<file path="config.mk">
export PLATFORM = sky130hd
export DESIGN_NAME = electronic_differential_pedal_map
export DESIGN_NICKNAME = d
export VERILOG_FILES = /design/src/design/edpm_pkg.sv /design/src/design/edpm_divider.sv /design/src/design/edpm_history.sv /design/src/design/electronic_differential_pedal_map.sv
export VERILOG_INCLUDE_DIRS = /design/src /design/src/design
export SDC_FILE = /design/constraint.sdc
export NUM_CORES = 2
export LEC_CHECK = 0
export ABC_CLOCK_PERIOD_IN_PS = 23800
export BUFFER_PORTS_ARGS = -buffer_cell sky130_fd_sc_hd__buf_2
export CORE_MARGIN = 2
export CORE_UTILIZATION = 55
export CTS_CLUSTER_DIAMETER = 120
export DETAILED_ROUTE_END_ITERATION = 8
export PLACE_DENSITY_LB_ADDON = 0.08
export SYNTH_ARGS = -nofsm -noshare
export SYNTH_HDL_FRONTEND = slang
export SYNTH_HIERARCHICAL = 1
export SYNTH_SLANG_ARGS = --single-unit
</file>
<file path="constraint.sdc">
create_clock -name clk -period 23.8 [get_ports clk]
set_input_delay 4.76 -clock clk [delete_from_list [all_inputs] [get_ports clk]]
set_output_delay 4.76 -clock clk [all_outputs]
set_load 0.01 [all_outputs]
</file>
<file path="src/design/electronic_differential_pedal_map_defines.svh">
// assertion macros for the electronic differential pedal map
`ifndef ELECTRONIC_DIFFERENTIAL_PEDAL_MAP_DEFINES_SVH
`define ELECTRONIC_DIFFERENTIAL_PEDAL_MAP_DEFINES_SVH
`ifndef SYNTH
`define EDPM_ASSERT(label, clk, rst_n, prop) \
  label: assert property (@(posedge clk) disable iff (!rst_n) prop) else $error("edpm check");
`define EDPM_ASSERT_ALWAYS(label, clk, prop) \
  label: assert property (@(posedge clk) prop) else $error("edpm check");
`else
`define EDPM_ASSERT(label, clk, rst_n, prop)
`define EDPM_ASSERT_ALWAYS(label, clk, prop)
`endif
`endif

</file>
<file path="src/design/edpm_pkg.sv">
// shared types and constants for the electronic differential pedal map
`timescale 1ns / 1ps
`default_nettype none
package edpm_pkg;
  typedef enum logic [2:0] {
    REG_PEDAL_MIN_OFFSET = 3'd0,
    REG_PEDAL_FULL_SCALE = 3'd1,
    REG_PEDAL_FULL_SCALE_TURNING = 3'd2,
    REG_TURN_THRESHOLD = 3'd3,
    REG_STEER_DEAD_ZONE = 3'd4,
    REG_TRACK_WHEELBASE_RATIO = 3'd5,
    REG_STEERING_CENTER_RAW = 3'd6
  } reg_idx_t;

  typedef enum logic [3:0] {
    ST_IDLE, ST_CLEAR, ST_HIST, ST_AVG, ST_ANGLE, ST_THR_MUL, ST_THR_DIV,
    ST_TAN, ST_DIFF1, ST_DIFF2, ST_OUT, ST_WHEEL
  } state_t;

  localparam logic [15:0] PEDAL_MARGIN = 16'd200;
  localparam logic [16:0] ANGLE_GAIN_Q16 = 17'd116695;
  localparam logic [14:0] ANGLE_LIMIT = 15'd22877;
  localparam int TAN_STEP_SHIFT = 9;
  localparam logic [3:0] TAN_LAST = 4'd12;

  function automatic logic [14:0] tan_entry(input logic [3:0] i);
    case (i)
      4'd0: tan_entry = 15'd0;
      4'd1: tan_entry = 15'd2049;
      4'd2: tan_entry = 15'd4101;
      4'd3: tan_entry = 15'd6162;
      4'd4: tan_entry = 15'd8235;
      4'd5: tan_entry = 15'd10324;
      4'd6: tan_entry = 15'd12434;
      4'd7: tan_entry = 15'd14569;
      4'd8: tan_entry = 15'd16734;
      4'd9: tan_entry = 15'd18934;
      4'd10: tan_entry = 15'd21174;
      4'd11: tan_entry = 15'd23459;
      default: tan_entry = 15'd25797;
    endcase
  endfunction
endpackage
`default_nettype wire

</file>
<file path="src/design/edpm_divider.sv">
// radix-2 restoring divider, one quotient bit per cycle
`timescale 1ns / 1ps
`default_nettype none
module edpm_divider (
  input  wire logic        clk,
  input  wire logic        rst_n,
  input  wire logic        start,
  input  wire logic [31:0] dividend,
  input  wire logic [15:0] divisor,
  output logic             busy,
  output logic [31:0]      quotient
);
  logic [31:0] q_r, q_nxt;
  logic [16:0] rem_r, rem_nxt;
  logic [15:0] dvs_r, dvs_nxt;
  logic [5:0]  cnt_r, cnt_nxt;
  logic [16:0] trial;
  logic [17:0] diff;

  always_comb begin
    q_nxt = q_r;
    rem_nxt = rem_r;
    dvs_nxt = dvs_r;
    cnt_nxt = cnt_r;
    trial = {rem_r[15:0], q_r[31]};
    diff = {1'b0, trial} - {2'b00, dvs_r};
    if (start) begin
      q_nxt = dividend;
      rem_nxt = '0;
      dvs_nxt = divisor;
      cnt_nxt = 6'd32;
    end else if (cnt_r != 6'd0) begin
      cnt_nxt = cnt_r - 6'd1;
      if (!diff[17]) begin
        rem_nxt = diff[16:0];
        q_nxt = {q_r[30:0], 1'b1};
      end else begin
        rem_nxt = trial;
        q_nxt = {q_r[30:0], 1'b0};
      end
    end
  end

  always_ff @(posedge clk) begin
    if (!rst_n) begin
      cnt_r <= '0;
    end else begin
      cnt_r <= cnt_nxt;
    end
    q_r <= q_nxt;
    rem_r <= rem_nxt;
    dvs_r <= dvs_nxt;
  end

  assign busy = start || (cnt_r != 6'd0);
  assign quotient = q_r;
endmodule
`default_nettype wire

</file>
<file path="src/design/edpm_history.sv">
// pedal history ring with running sum, cleared by a sweep after reset
`timescale 1ns / 1ps
`default_nettype none
module edpm_history #(
  parameter int AVERAGE_LENGTH = 10,
  parameter int SUM_W = 22
) (
  input  wire logic             clk,
  input  wire logic             rst_n,
  input  wire logic             upd,
  input  wire logic [15:0]      pedal,
  output logic                  clearing,
  output logic [SUM_W-1:0]      sum
);
  localparam int SLOT_W = (AVERAGE_LENGTH > 1) ? $clog2(AVERAGE_LENGTH) : 1;
  localparam logic [SLOT_W-1:0] LAST = SLOT_W'(AVERAGE_LENGTH - 1);

  logic [15:0] hist_r [AVERAGE_LENGTH];
  logic [SLOT_W-1:0] slot_r, slot_nxt;
  logic [SUM_W-1:0] sum_r, sum_nxt;
  logic clr_r, clr_nxt;

  always_comb begin
    slot_nxt = slot_r;
    sum_nxt = sum_r;
    clr_nxt = clr_r;
    if (clr_r) begin
      slot_nxt = (slot_r == LAST) ? '0 : slot_r + 1'b1;
      if (slot_r == LAST) clr_nxt = 1'b0;
    end else if (upd) begin
      sum_nxt = sum_r - SUM_W'(hist_r[slot_r]) + SUM_W'(pedal);
      slot_nxt = (slot_r == LAST) ? '0 : slot_r + 1'b1;
    end
  end

  always_ff @(posedge clk) begin
    if (!rst_n) begin
      slot_r <= '0;
      sum_r <= '0;
      clr_r <= 1'b1;
    end else begin
      slot_r <= slot_nxt;
      sum_r <= sum_nxt;
      clr_r <= clr_nxt;
    end
  end

  always_ff @(posedge clk) begin
    if (!rst_n || clr_r) begin
      hist_r[slot_r] <= '0;
    end else if (upd) begin
      hist_r[slot_r] <= pedal;
    end
  end

  assign clearing = clr_r || !rst_n;
  assign sum = sum_nxt;
endmodule
`default_nettype wire

</file>
<file path="src/design/electronic_differential_pedal_map.sv">
// electronic differential pedal map: top level, sequencer and shared multiplier
// a beat steps through the sequencer states; the serial divide is skipped when the throttle
// is forced to zero or full scale; one item at a time, one 32x32 multiplier, one serial divider
// in_stall is high until the result registers; a waiting result beat holds the next item
// reset is synchronous and active low; control and configuration registers take reset values
// and the pedal history is then cleared slot by slot before the first beat is taken
`timescale 1ns / 1ps
`default_nettype none
`include "electronic_differential_pedal_map_defines.svh"
module electronic_differential_pedal_map #(
  parameter int AVERAGE_LENGTH = 10,
  parameter int STEER_LOCK_DIVISOR = 4
) (
  input  wire logic               clk,
  input  wire logic               rst_n,
  input  wire logic               in_valid,
  output logic                    in_stall,
  input  wire logic [15:0]        in_pedal_sample,
  input  wire logic [15:0]        in_steering_sample,
  output logic                    out_valid,
  input  wire logic               out_stall,
  output logic [15:0]             out_throttle_command,
  output logic [16:0]             out_outer_wheel_speed,
  output logic [15:0]             out_inner_wheel_speed,
  output logic signed [15:0]      out_steering_angle,
  output logic signed [13:0]      out_wheel_angle,
  input  wire logic               cfg_valid,
  output logic                    cfg_ready,
  input  wire logic [2:0]         cfg_index,
  input  wire logic [15:0]        cfg_data
);
  localparam int SUM_W = 16 + $clog2(AVERAGE_LENGTH + 1);
  // reciprocal constants for division by the average length and the steering lock divisor
  localparam int AVG_SHIFT = SUM_W + 6;
  localparam logic [31:0] AVG_RECIP = 32'(((64'd1 << AVG_SHIFT) + 64'(AVERAGE_LENGTH)
                                           - 64'd1) / 64'(AVERAGE_LENGTH));
  localparam int LOCK_SHIFT = 20;
  localparam logic [31:0] LOCK_RECIP = 32'(((64'd1 << LOCK_SHIFT) + 64'(STEER_LOCK_DIVISOR)
                                            - 64'd1) / 64'(STEER_LOCK_DIVISOR));

  logic [15:0] offset_r, fs_r, fst_r, ratio_r, center_r;
  logic [14:0] thr_r, dz_r;

  edpm_pkg::state_t st_r, st_nxt;
  logic [15:0] steer_r;
  logic [15:0] pedal_r;
  logic [31:0] avg_r, avg_nxt;
  logic [14:0] mag_r, mag_nxt;
  logic        neg_r, neg_nxt;
  logic [15:0] thr_cmd_r, thr_cmd_nxt;
  logic [14:0] wmag_r, wmag_nxt;
  logic [15:0] tan_r, tan_nxt;
  logic [63:0] prod_r, prod_nxt;
  logic [31:0] half_r, half_nxt;
  logic        ovf_r, ovf_nxt;
  logic        ov_r, ov_nxt;

  logic        hist_upd, clearing;
  logic [SUM_W-1:0] hsum;
  logic        div_start, div_busy;
  logic [31:0] div_dvd, div_q;
  logic [15:0] div_dvs;

  logic [31:0] mul_a, mul_b;
  logic [63:0] mul_p;
  logic [15:0] fs_sel;
  logic [16:0] dmag;
  logic [16:0] offm;
  logic [3:0]  ti;
  logic [8:0]  tf;
  logic [14:0] t0, t1;
  logic [24:0] interp;

  assign mul_p = 64'(mul_a) * 64'(mul_b);

  edpm_history #(.AVERAGE_LENGTH(AVERAGE_LENGTH), .SUM_W(SUM_W)) u_hist (
    .clk(clk), .rst_n(rst_n), .upd(hist_upd), .pedal(pedal_r),
    .clearing(clearing), .sum(hsum)
  );

  edpm_divider u_div (
    .clk(clk), .rst_n(rst_n), .start(div_start), .dividend(div_dvd),
    .divisor(div_dvs), .busy(div_busy), .quotient(div_q)
  );

  // configuration
  assign cfg_ready = 1'b1;
  always_ff @(posedge clk) begin
    if (!rst_n) begin
      offset_r <= 16'd6650;
      fs_r <= 16'd65535;
      fst_r <= 16'd58500;
      thr_r <= 15'd1638;
      dz_r <= 15'd655;
      ratio_r <= 16'd42975;
      center_r <= 16'd35639;
    end else if (cfg_valid) begin
      case (cfg_index)
        edpm_pkg::REG_PEDAL_MIN_OFFSET: offset_r <= cfg_data;
        edpm_pkg::REG_PEDAL_FULL_SCALE: fs_r <= cfg_data;
        edpm_pkg::REG_PEDAL_FULL_SCALE_TURNING: fst_r <= cfg_data;
        edpm_pkg::REG_TURN_THRESHOLD: thr_r <= cfg_data[14:0];
        edpm_pkg::REG_STEER_DEAD_ZONE: dz_r <= cfg_data[14:0];
        edpm_pkg::REG_TRACK_WHEELBASE_RATIO: ratio_r <= cfg_data;
        edpm_pkg::REG_STEERING_CENTER_RAW: center_r <= cfg_data;
        default: ;
      endcase
    end
  end

  assign in_stall = (st_r != edpm_pkg::ST_IDLE) || clearing;
  assign out_valid = ov_r;

  always_comb begin
    st_nxt = st_r;
    avg_nxt = avg_r;
    mag_nxt = mag_r;
    neg_nxt = neg_r;
    thr_cmd_nxt = thr_cmd_r;
    wmag_nxt = wmag_r;
    tan_nxt = tan_r;
    prod_nxt = prod_r;
    half_nxt = half_r;
    ovf_nxt = ovf_r;
    ov_nxt = ov_r;
    hist_upd = 1'b0;
    div_start = 1'b0;
    mul_a = '0;
    mul_b = '0;
    fs_sel = (mag_r >= thr_r) ? fst_r : fs_r;
    div_dvd = prod_r[31:0];
    div_dvs = fs_sel;
    dmag = (steer_r < center_r) ? 17'(center_r - steer_r) : 17'(steer_r - center_r);
    offm = 17'(offset_r) + 17'(edpm_pkg::PEDAL_MARGIN);
    ti = (wmag_r[14:9] >= 6'(edpm_pkg::TAN_LAST)) ? edpm_pkg::TAN_LAST : wmag_r[12:9];
    tf = wmag_r[8:0];
    t0 = edpm_pkg::tan_entry(ti);
    t1 = edpm_pkg::tan_entry((ti == edpm_pkg::TAN_LAST) ? ti : ti + 4'd1);
    interp = 25'(t1 - t0) * 25'(tf) + 25'd256;
    case (st_r)
      edpm_pkg::ST_IDLE: begin
        if (out_valid && !out_stall) ov_nxt = 1'b0;
        if (in_valid && !in_stall) st_nxt = edpm_pkg::ST_HIST;
      end
      edpm_pkg::ST_HIST: begin
        if (!ov_r || !out_stall) begin
          ov_nxt = 1'b0;
          hist_upd = 1'b1;
          st_nxt = edpm_pkg::ST_ANGLE;
        end
      end
      edpm_pkg::ST_ANGLE: begin
        mul_a = 32'(dmag);
        mul_b = 32'(edpm_pkg::ANGLE_GAIN_Q16);
        prod_nxt = mul_p + 64'd32768;
        neg_nxt = steer_r < center_r;
        st_nxt = edpm_pkg::ST_AVG;
      end
      edpm_pkg::ST_AVG: begin
        if (prod_r[63:16] > 48'(edpm_pkg::ANGLE_LIMIT)) mag_nxt = edpm_pkg::ANGLE_LIMIT;
        else mag_nxt = prod_r[30:16];
        mul_a = 32'(hsum);
        mul_b = AVG_RECIP;
        avg_nxt = 32'(mul_p >> AVG_SHIFT);
        st_nxt = edpm_pkg::ST_WHEEL;
      end
      edpm_pkg::ST_WHEEL: begin
        mul_a = 32'(mag_r);
        mul_b = LOCK_RECIP;
        wmag_nxt = (mag_r < dz_r) ? '0 : 15'(mul_p >> LOCK_SHIFT);
        st_nxt = edpm_pkg::ST_THR_MUL;
      end
      edpm_pkg::ST_THR_MUL: begin
        if (mag_r == '0) neg_nxt = 1'b0;
        mul_a = avg_r - 32'(offset_r);
        mul_b = 32'(fs_sel) + 32'(offset_r);
        prod_nxt = mul_p;
        if (avg_r < 32'(offm)) begin
          thr_cmd_nxt = '0;
          st_nxt = edpm_pkg::ST_TAN;
        end else if (fs_sel == '0) begin
          thr_cmd_nxt = 16'hffff;
          st_nxt = edpm_pkg::ST_TAN;
        end else begin
          st_nxt = edpm_pkg::ST_THR_DIV;
        end
      end
      edpm_pkg::ST_THR_DIV: begin
        // product is below 2^33; divide the low word, a nonzero high word saturates
        ovf_nxt = prod_r[63:32] != '0;
        div_start = 1'b1;
        st_nxt = edpm_pkg::ST_DIFF1;
      end
      edpm_pkg::ST_DIFF1: begin
        if (!div_busy) begin
          if (ovf_r || div_q[31:16] != '0) thr_cmd_nxt = 16'hffff;
          else thr_cmd_nxt = div_q[15:0];
          st_nxt = edpm_pkg::ST_TAN;
        end
      end
      edpm_pkg::ST_TAN: begin
        tan_nxt = 16'(t0) + ((ti == edpm_pkg::TAN_LAST) ? 16'd0 : 16'(interp[24:9]));
        st_nxt = edpm_pkg::ST_DIFF2;
      end
      edpm_pkg::ST_DIFF2: begin
        mul_a = 32'(tan_r);
        mul_b = 32'(ratio_r);
        prod_nxt = mul_p;
        st_nxt = edpm_pkg::ST_OUT;
      end
      edpm_pkg::ST_OUT: begin
        mul_a = prod_r[31:0];
        mul_b = 32'(thr_cmd_r);
        half_nxt = 32'((mul_p + 64'h1_0000_0000) >> 33);
        ov_nxt = 1'b1;
        st_nxt = edpm_pkg::ST_IDLE;
      end
      default: st_nxt = edpm_pkg::ST_IDLE;
    endcase
  end

  always_ff @(posedge clk) begin
    if (!rst_n) begin
      st_r <= edpm_pkg::ST_IDLE;
      ov_r <= 1'b0;
    end else begin
      st_r <= st_nxt;
      ov_r <= ov_nxt;
    end
    if (in_valid && !in_stall) begin
      pedal_r <= in_pedal_sample;
      steer_r <= in_steering_sample;
    end
    avg_r <= avg_nxt;
    mag_r <= mag_nxt;
    neg_r <= neg_nxt;
    thr_cmd_r <= thr_cmd_nxt;
    wmag_r <= wmag_nxt;
    tan_r <= tan_nxt;
    prod_r <= prod_nxt;
    half_r <= half_nxt;
    ovf_r <= ovf_nxt;
  end

  logic [16:0] outer_w;
  logic [15:0] inner_w;
  assign outer_w = 17'(thr_cmd_r) + half_r[16:0];
  assign inner_w = thr_cmd_r - half_r[15:0];

  assign out_throttle_command = thr_cmd_r;
  assign out_outer_wheel_speed = outer_w;
  assign out_inner_wheel_speed = inner_w;
  assign out_steering_angle = neg_r ? -$signed({1'b0, mag_r}) : $signed({1'b0, mag_r});
  assign out_wheel_angle = (neg_r && wmag_r != '0) ? 14'(-{1'b0, wmag_r}) : wmag_r[13:0];

  `EDPM_ASSERT(a_busy_stall, clk, rst_n, (st_r != edpm_pkg::ST_IDLE) |-> in_stall)
  `EDPM_ASSERT(a_out_done, clk, rst_n, $rose(ov_r) |-> $past(st_r) == edpm_pkg::ST_OUT)
  `EDPM_ASSERT(a_inner_le, clk, rst_n, ov_r |-> (half_r[16:0] <= 17'(thr_cmd_r)))
endmodule
`default_nettype wire

</file>
Word level (Yosys, flattened, before mapping)
Memories as Yosys holds them, arrays and structs flattened. A register that Yosys moved wholly into a read port is not among the register bits.
Cells that the tools add are included.

operators by class
  $add $sub $neg = 20
  $mul = 2
  $lt $le $gt $ge = 6
  equality and inequality tests = 24
  mux-type cells = 50
  bitwise logic cells = 2
  reduce and logical (&&, ||, !) cells = 40

operators by type and width
  cell                                                   number
  one-hot mux 32 bit (6 select lines)                    1
  two-way mux 16 bit                                     9
  one-hot mux 23 bit (6 select lines)                    1
  one-hot mux 64 bit (2 select lines)                    1
  two-way mux 32 bit                                     2
  adder 55 x 16 -> 56 bit (second input constant)        1
  multiplier 32 x 23 -> 55 bit                           1
  adder 50 x 33 -> 50 bit (second input constant)        1
  > comparator 48 x 15 -> 1 bit (second input constant)  1
  two-way mux 20 bit                                     2
  two-way mux 4 bit                                      10
  one-hot mux 4 bit (10 select lines)                    1
  subtractor 16 x 16 -> 17 bit                           2
  less-than comparator 32 x 17 -> 1 bit                  1
  one-hot mux 16 bit (2 select lines)                    1
  nonzero test 32 bit                                    1
  subtractor 32 x 16 -> 32 bit                           1
  adder 25 x 9 -> 25 bit (second input constant)         1
  multiplier 16 x 10 -> 25 bit                           1
  == test 4 bit (second input constant)                  6
  adder 20 x 16 -> 20 bit                                1
  subtractor 20 x 16 -> 20 bit                           1
  subtractor 17 x 16 -> 18 bit                           1
  adder 16 x 16 -> 17 bit                                1
  other kinds (44)                                       95

word-level totals
  flip-flop bits (word level) = 419
  bits in writable memories = 160
  bits in read-only memories = 480
  input bits = 56
  output and inout bits = 82
  word-level logic and storage cells = 175
  memories = 3

memory list
  name              depth  width  read ports  clocked after memory_dff  wr ports  RTL line            source
  (name not given)  16     15     1           0                         0         edpm_pkg.sv:27      case (i)
  (name not given)  16     15     1           0                         0         edpm_pkg.sv:27
  u_hist.hist_r     10     16     1           1                         1         edpm_history.sv:18  logic [15:0] hist_r [AVERAGE_LENGTH];

Longest topological paths before layout
  word-level depth = 10
  mapped depth = 57
  mapped depth without buffers = 53

Modules after synthesis
Netlist, hierarchy kept.

modules (own cells, without submodules)
  module                             times used  cells each  area an instance (um^2)  seq. area each (um^2)
  electronic_differential_pedal_map  1           5540        48616.6                  8247.9
  edpm_history                       1           654         8866.0                   5385.2
  edpm_divider                       1           320         3652.3                   1881.8

Worst setup path before layout
No wires, ideal clock.

  kind = input to register
  start = in out_stall
  end = reg prod_r[50] (data pin)
  setup time = 0.266 ns
  arrival time = 13.742 ns
  setup slack = 9.792 ns
  stages on the path = 37
  buffers on the path = 4
  cell sequence = a211oi_1 -> nor2b_1 -> clkbuf_1 -> nor2_1 -> a21oi_1 -> and2_1 -> and4b_1 -> clkbuf_1 -> o21ai_0 -> clkbuf_1 -> nand2_1 -> fa_1 -> inv_1 -> fa_1 -> inv_1 -> fa_1 -> fa_1 -> fa_1 -> inv_1 -> fa_1 -> inv_1 -> fa_1 -> inv_1 -> ha_1 -> a21oi_1 -> o21ai_0 -> a21o_1 -> a211oi_2 -> o311ai_4 -> nor2_2 -> or4b_4 -> or3_4 -> or3_1 -> buf_6 -> nor3_4 -> nand4_1 -> xnor2_1

between the ends
  longest elaborated chain between the ends = 10

ends and longest elaborated chain
  element                                RTL line                                  source
  start: declaration                     electronic_differential_pedal_map.sv:21   input wire logic out_stall,
  logical NOT 1 bit *                    electronic_differential_pedal_map.sv:146  if (!ov_r || !out_stall) begin
  logical OR 1 bit *                     electronic_differential_pedal_map.sv:146
  two-way mux 1 bit *                    electronic_differential_pedal_map.sv:146
  two-way mux 1 bit *                    electronic_differential_pedal_map.sv:140  case (st_r)
  two-way mux 20 bit *                   edpm_history.sv:30                        end else if (upd) begin
  two-way mux 20 bit *                   edpm_history.sv:27                        if (clr_r) begin
  via hsum[8]                            electronic_differential_pedal_map.sv:59   logic [SUM_W-1:0] hsum;
  one-hot mux 32 bit (6 select lines) *  electronic_differential_pedal_map.sv:140
  multiplier 32 x 23 -> 55 bit *         electronic_differential_pedal_map.sv:74   assign mul_p = 64'(mul_a) * 64'(mul_b);
  adder 55 x 16 -> 56 bit                electronic_differential_pedal_map.sv:155  prod_nxt = mul_p + 64'd32768;
  one-hot mux 64 bit (2 select lines) *  electronic_differential_pedal_map.sv:140
  via prod_nxt[50]                       electronic_differential_pedal_map.sv:53   logic [63:0] prod_r, prod_nxt;
  end signal: assignment                 electronic_differential_pedal_map.sv:240  prod_r <= prod_nxt;
  end: declaration                       electronic_differential_pedal_map.sv:53

Mark *: on every way through the listed nets, which the timed path passes. The rest lies on a longest branch. The select of a mux whose other input is x is not followed.
A chain may end at the register's enable or synchronous reset.

Worst setup path in the final report
  start = in out_stall
  end = reg prod_r[45] (data pin)

between the ends
  longest elaborated chain between the ends = 10

ends and longest elaborated chain
  element                                RTL line                                  source
  logical NOT 1 bit *                    electronic_differential_pedal_map.sv:146
  logical OR 1 bit *                     electronic_differential_pedal_map.sv:146
  two-way mux 1 bit *                    electronic_differential_pedal_map.sv:146
  two-way mux 1 bit *                    electronic_differential_pedal_map.sv:140
  via hist_upd                           electronic_differential_pedal_map.sv:58   logic hist_upd, clearing;
  two-way mux 20 bit *                   edpm_history.sv:30
  two-way mux 20 bit *                   edpm_history.sv:27
  via hsum[12]                           electronic_differential_pedal_map.sv:59
  one-hot mux 32 bit (6 select lines) *  electronic_differential_pedal_map.sv:140
  multiplier 32 x 23 -> 55 bit *         electronic_differential_pedal_map.sv:74
  adder 55 x 16 -> 56 bit                electronic_differential_pedal_map.sv:155
  one-hot mux 64 bit (2 select lines) *  electronic_differential_pedal_map.sv:140
  via prod_nxt[45]                       electronic_differential_pedal_map.sv:53

Marks and branches as above.

==> flow_summary.toml <==
[outcome]
status = "completed"

[sta]
slew_headroom = 0.1476
setup_viol = 0
post-route-period-util = 0.6641
fin_crit_ns = 15.81
tightest_slew_ns = 1.279
fin_skew_ns = 0.02911
max_freq_mhz = 63.27
hold_viol = 0
slew_viol_final = 0
timing.final.ws_setup_ns = 7.994
rsz0062_at_grt = "false"
setup_tns_ns = 0

[clocking]
ctsResizeCount = 0
clk_latency_ns = 0.67
cts_sinks = 572
post_cts_buffers = 0
clock_path_buffers = 3
cts_root_buf = "clkbuf_16"
hold_buffers = 0
htree_levels = 2
cts_buffers = 61
cts_tree = "done"
path_clk_slew_ns = 0.07

[setup_path]
crit_type = "in2reg"
cp_data_required_time_ns = 24.21
critPathArrivalTime_ns = 16.22
path_common_cell = "fa_1"
slowest_stage = "nor3b_1"
cpPeakStageDelay_ns = 0.70
end_kind = "flop"
critPathLaunchType = "input pin"
cp_max_fo = 22

[logic_synthesis]
ys_ff_latch = 572
yosys-top-cells-count = "inv_1, nand2_1, fa_1"
yosysUniqueCellTypes = 113
yosys.area.top_type = "fa_1"
synth_top_area_frac = 0.2312
yosysSeqAreaShare = 0.2538
synthArstFlopShare = 0
synth_most_common_cell = "inv_1"
postSynthAreaPerCell_um2 = 9.385
synth_edf_count = 406
synthCells = 6514
syn_area_um2 = 61130
synth_flop_cell = "edfxtp_1"
ys_warn_count = 6
ys_top_cells_by_area = "fa_1, edfxtp_1, ha_1"

[routing]
drc = 0
first_iter_violations = 4634
wire_per_inst_um = 23.04
num_vias = 47370
avgViaCountPerCell = 5.809
drtPass1Iterations = 8
routed_wl_um = 187900
ant_nets = 0

[layout]
area_delta_synth_final_pct = 7.724
fillers = 9837
fin_util = 0.5959
nets = 7906
drive_above_1_share = 0.07923

[grt]
grt_pass1_wl_um = 286200
track_usage = 0.3349
antenna_found_initial = 9
gr-total-overflow = 0
grt_pass1_vias = 47030
grt_max_degree = 61

[floorplan]
dieWidth_um = 337.4
ios = 138
die_area_um2 = 113800
initial_core_util = 0.5532
rows = 122
core-area_um2 = 110500
fp.dieH_um = 337.4

[place]
dp_hpwl_um = 149600
gp_congestion = 0.9534
pre_cts_ws_ns = 7.600
portBuffers = 136

[hold_path]
hp-class = "reg2reg"

[run]
maxCapViolations = 0

[power]
powerDensity_nw_per_um2 = 45.10
p_leak_nw = 29.81
ir_worst_vdd_mv = 0.05728
==> path summary, 6_finish.rpt <==
| check | end | cells past startpoint | slack [ns] | startpoint |
|---|---|---|---|---|
| min reg2reg | fst_r[6]$_SDFFE_PN0P_ | 2 | 0.45 | fst_r[6]$_SDFFE_PN0P_ |
| max reg2reg | prod_r[45]$_DFFE_PP_ | 52 | 8.41 | mag_r[0]$_SDFFCE_PN1N_ |
| min | fst_r[6]$_SDFFE_PN0P_ | 2 | 0.45 | fst_r[6]$_SDFFE_PN0P_ |
| max | prod_r[45]$_DFFE_PP_ | 34 | 7.99 | out_stall |
==> cells in the final DEF, fill, tap and decap left out, types with 34 or more instances in the layout <==
cell       count
nor2b_1       67
fa_1         706
and2_1       164
ha_1         533
nand2b_1      62
clkbuf_16     64
nor2_1       385
o21ai_0      182
mux2_2        53
xnor2_1      182
a21oi_1      266
nand2_1      854
o211ai_1      51
a31oi_1       36
conb_1        50
and3_1        40
dfxtp_1      165
a21o_1        90
nand3_1       97
buf_2        136
nand4_1       39
xor2_1        78
nor3_1        67
inv_1       1176
edfxtp_1     406
mux2i_1       34
buf_4         98
a211oi_1      42
==> cell type report <==
type | instances | area [um2] | share of cell area
clock buffers | 87 | 1768 | 0.02685
multi-input cells | 4563 | 40500 | 0.6150
flip-flops and latches | 572 | 15520 | 0.2356
well taps | 1488 | 1862 | 0.02827
inverters | 1179 | 4425 | 0.06720
repair buffers | 234 | 1416 | 0.02151
diodes | 3 | 7.507 | 0.0001140
clock inverters | 29 | 357.8 | 0.005434
==> report_power, final <==
part | internal [mW] | switching [mW]
Combinational | 0.306 | 0.460
Clock | 0.577 | 0.421
Sequential | 1.16 | 0.0410
Total | 2.05 | 0.922
==> per-stage QoR <==
| step | area [um2] | hold slack, ns | power, mW | std cells |
|---|---|---|---|---|
| floorplan | 61320 | 0.4338 | 1.795 | 6562 |
| global placement | 63720 | 0.4389 | 1.961 | 8036 |
| detailed placement | 63720 | 0.4450 | 1.968 | 8036 |
| CTS | 65850 | 0.4536 | 2.967 | 8152 |
| global route | 65850 | 0.4728 | 3.111 | 8154 |
| finish | 65860 | 0.4532 | 2.970 | 8155 |
==> routing by layer <==
metal | global-route usage | wire length (um) | up-vias
li1 | - | - | 21410
met1 | 0.4643 | 79410 | 23650
met2 | 0.5296 | 85140 | 1967
met3 | 0.05134 | 14910 | 337
met4 | 0.1330 | 8373 | 4
met5 | 0 | 17 | -
==> critical path: cells and delay by family <==
| kind | cells | cell delay [ns] |
|---|---|---|
| and+or+nand+nor | 12 | 3.89 |
| buffers and inverters | 5 | 0.54 |
| adders and majority gates | 8 | 4.01 |
| xor gates and xnor gates | 1 | 0.13 |
| AOI/OAI and AO/OA | 8 | 2.88 |
==> cell families after synthesis <==
group / synth area share
and+or+nand+nor: 0.1448
buffers and inverters: 0.08907
adders and majority gates: 0.3403
AOI/OAI and AO/OA: 0.1069
DFF: 0.2538
xor gates and xnor gates: 0.03751
muxes: 0.02761
other: 0.0001228
==> registers in the layout, summed over array words and instances, names as in the netlist, 15 cells and up, named ones only <==
register,cells
half_r,17
dz_r,15
u_div/dvs_r,16
steer_r,16
fst_r,16
pedal_r,16
ratio_r,16
u_div/rem_r,16
out_throttle_command,16
avg_r,29
u_hist/hist_r,160
offset_r,16
fs_r,16
wmag_r,15
tan_r,16
center_r,16
thr_r,15
u_hist/sum_r,20
mag_r,15
prod_r,56
u_div/quotient,32
Note: power is estimated with default switching activity, not from simulation.
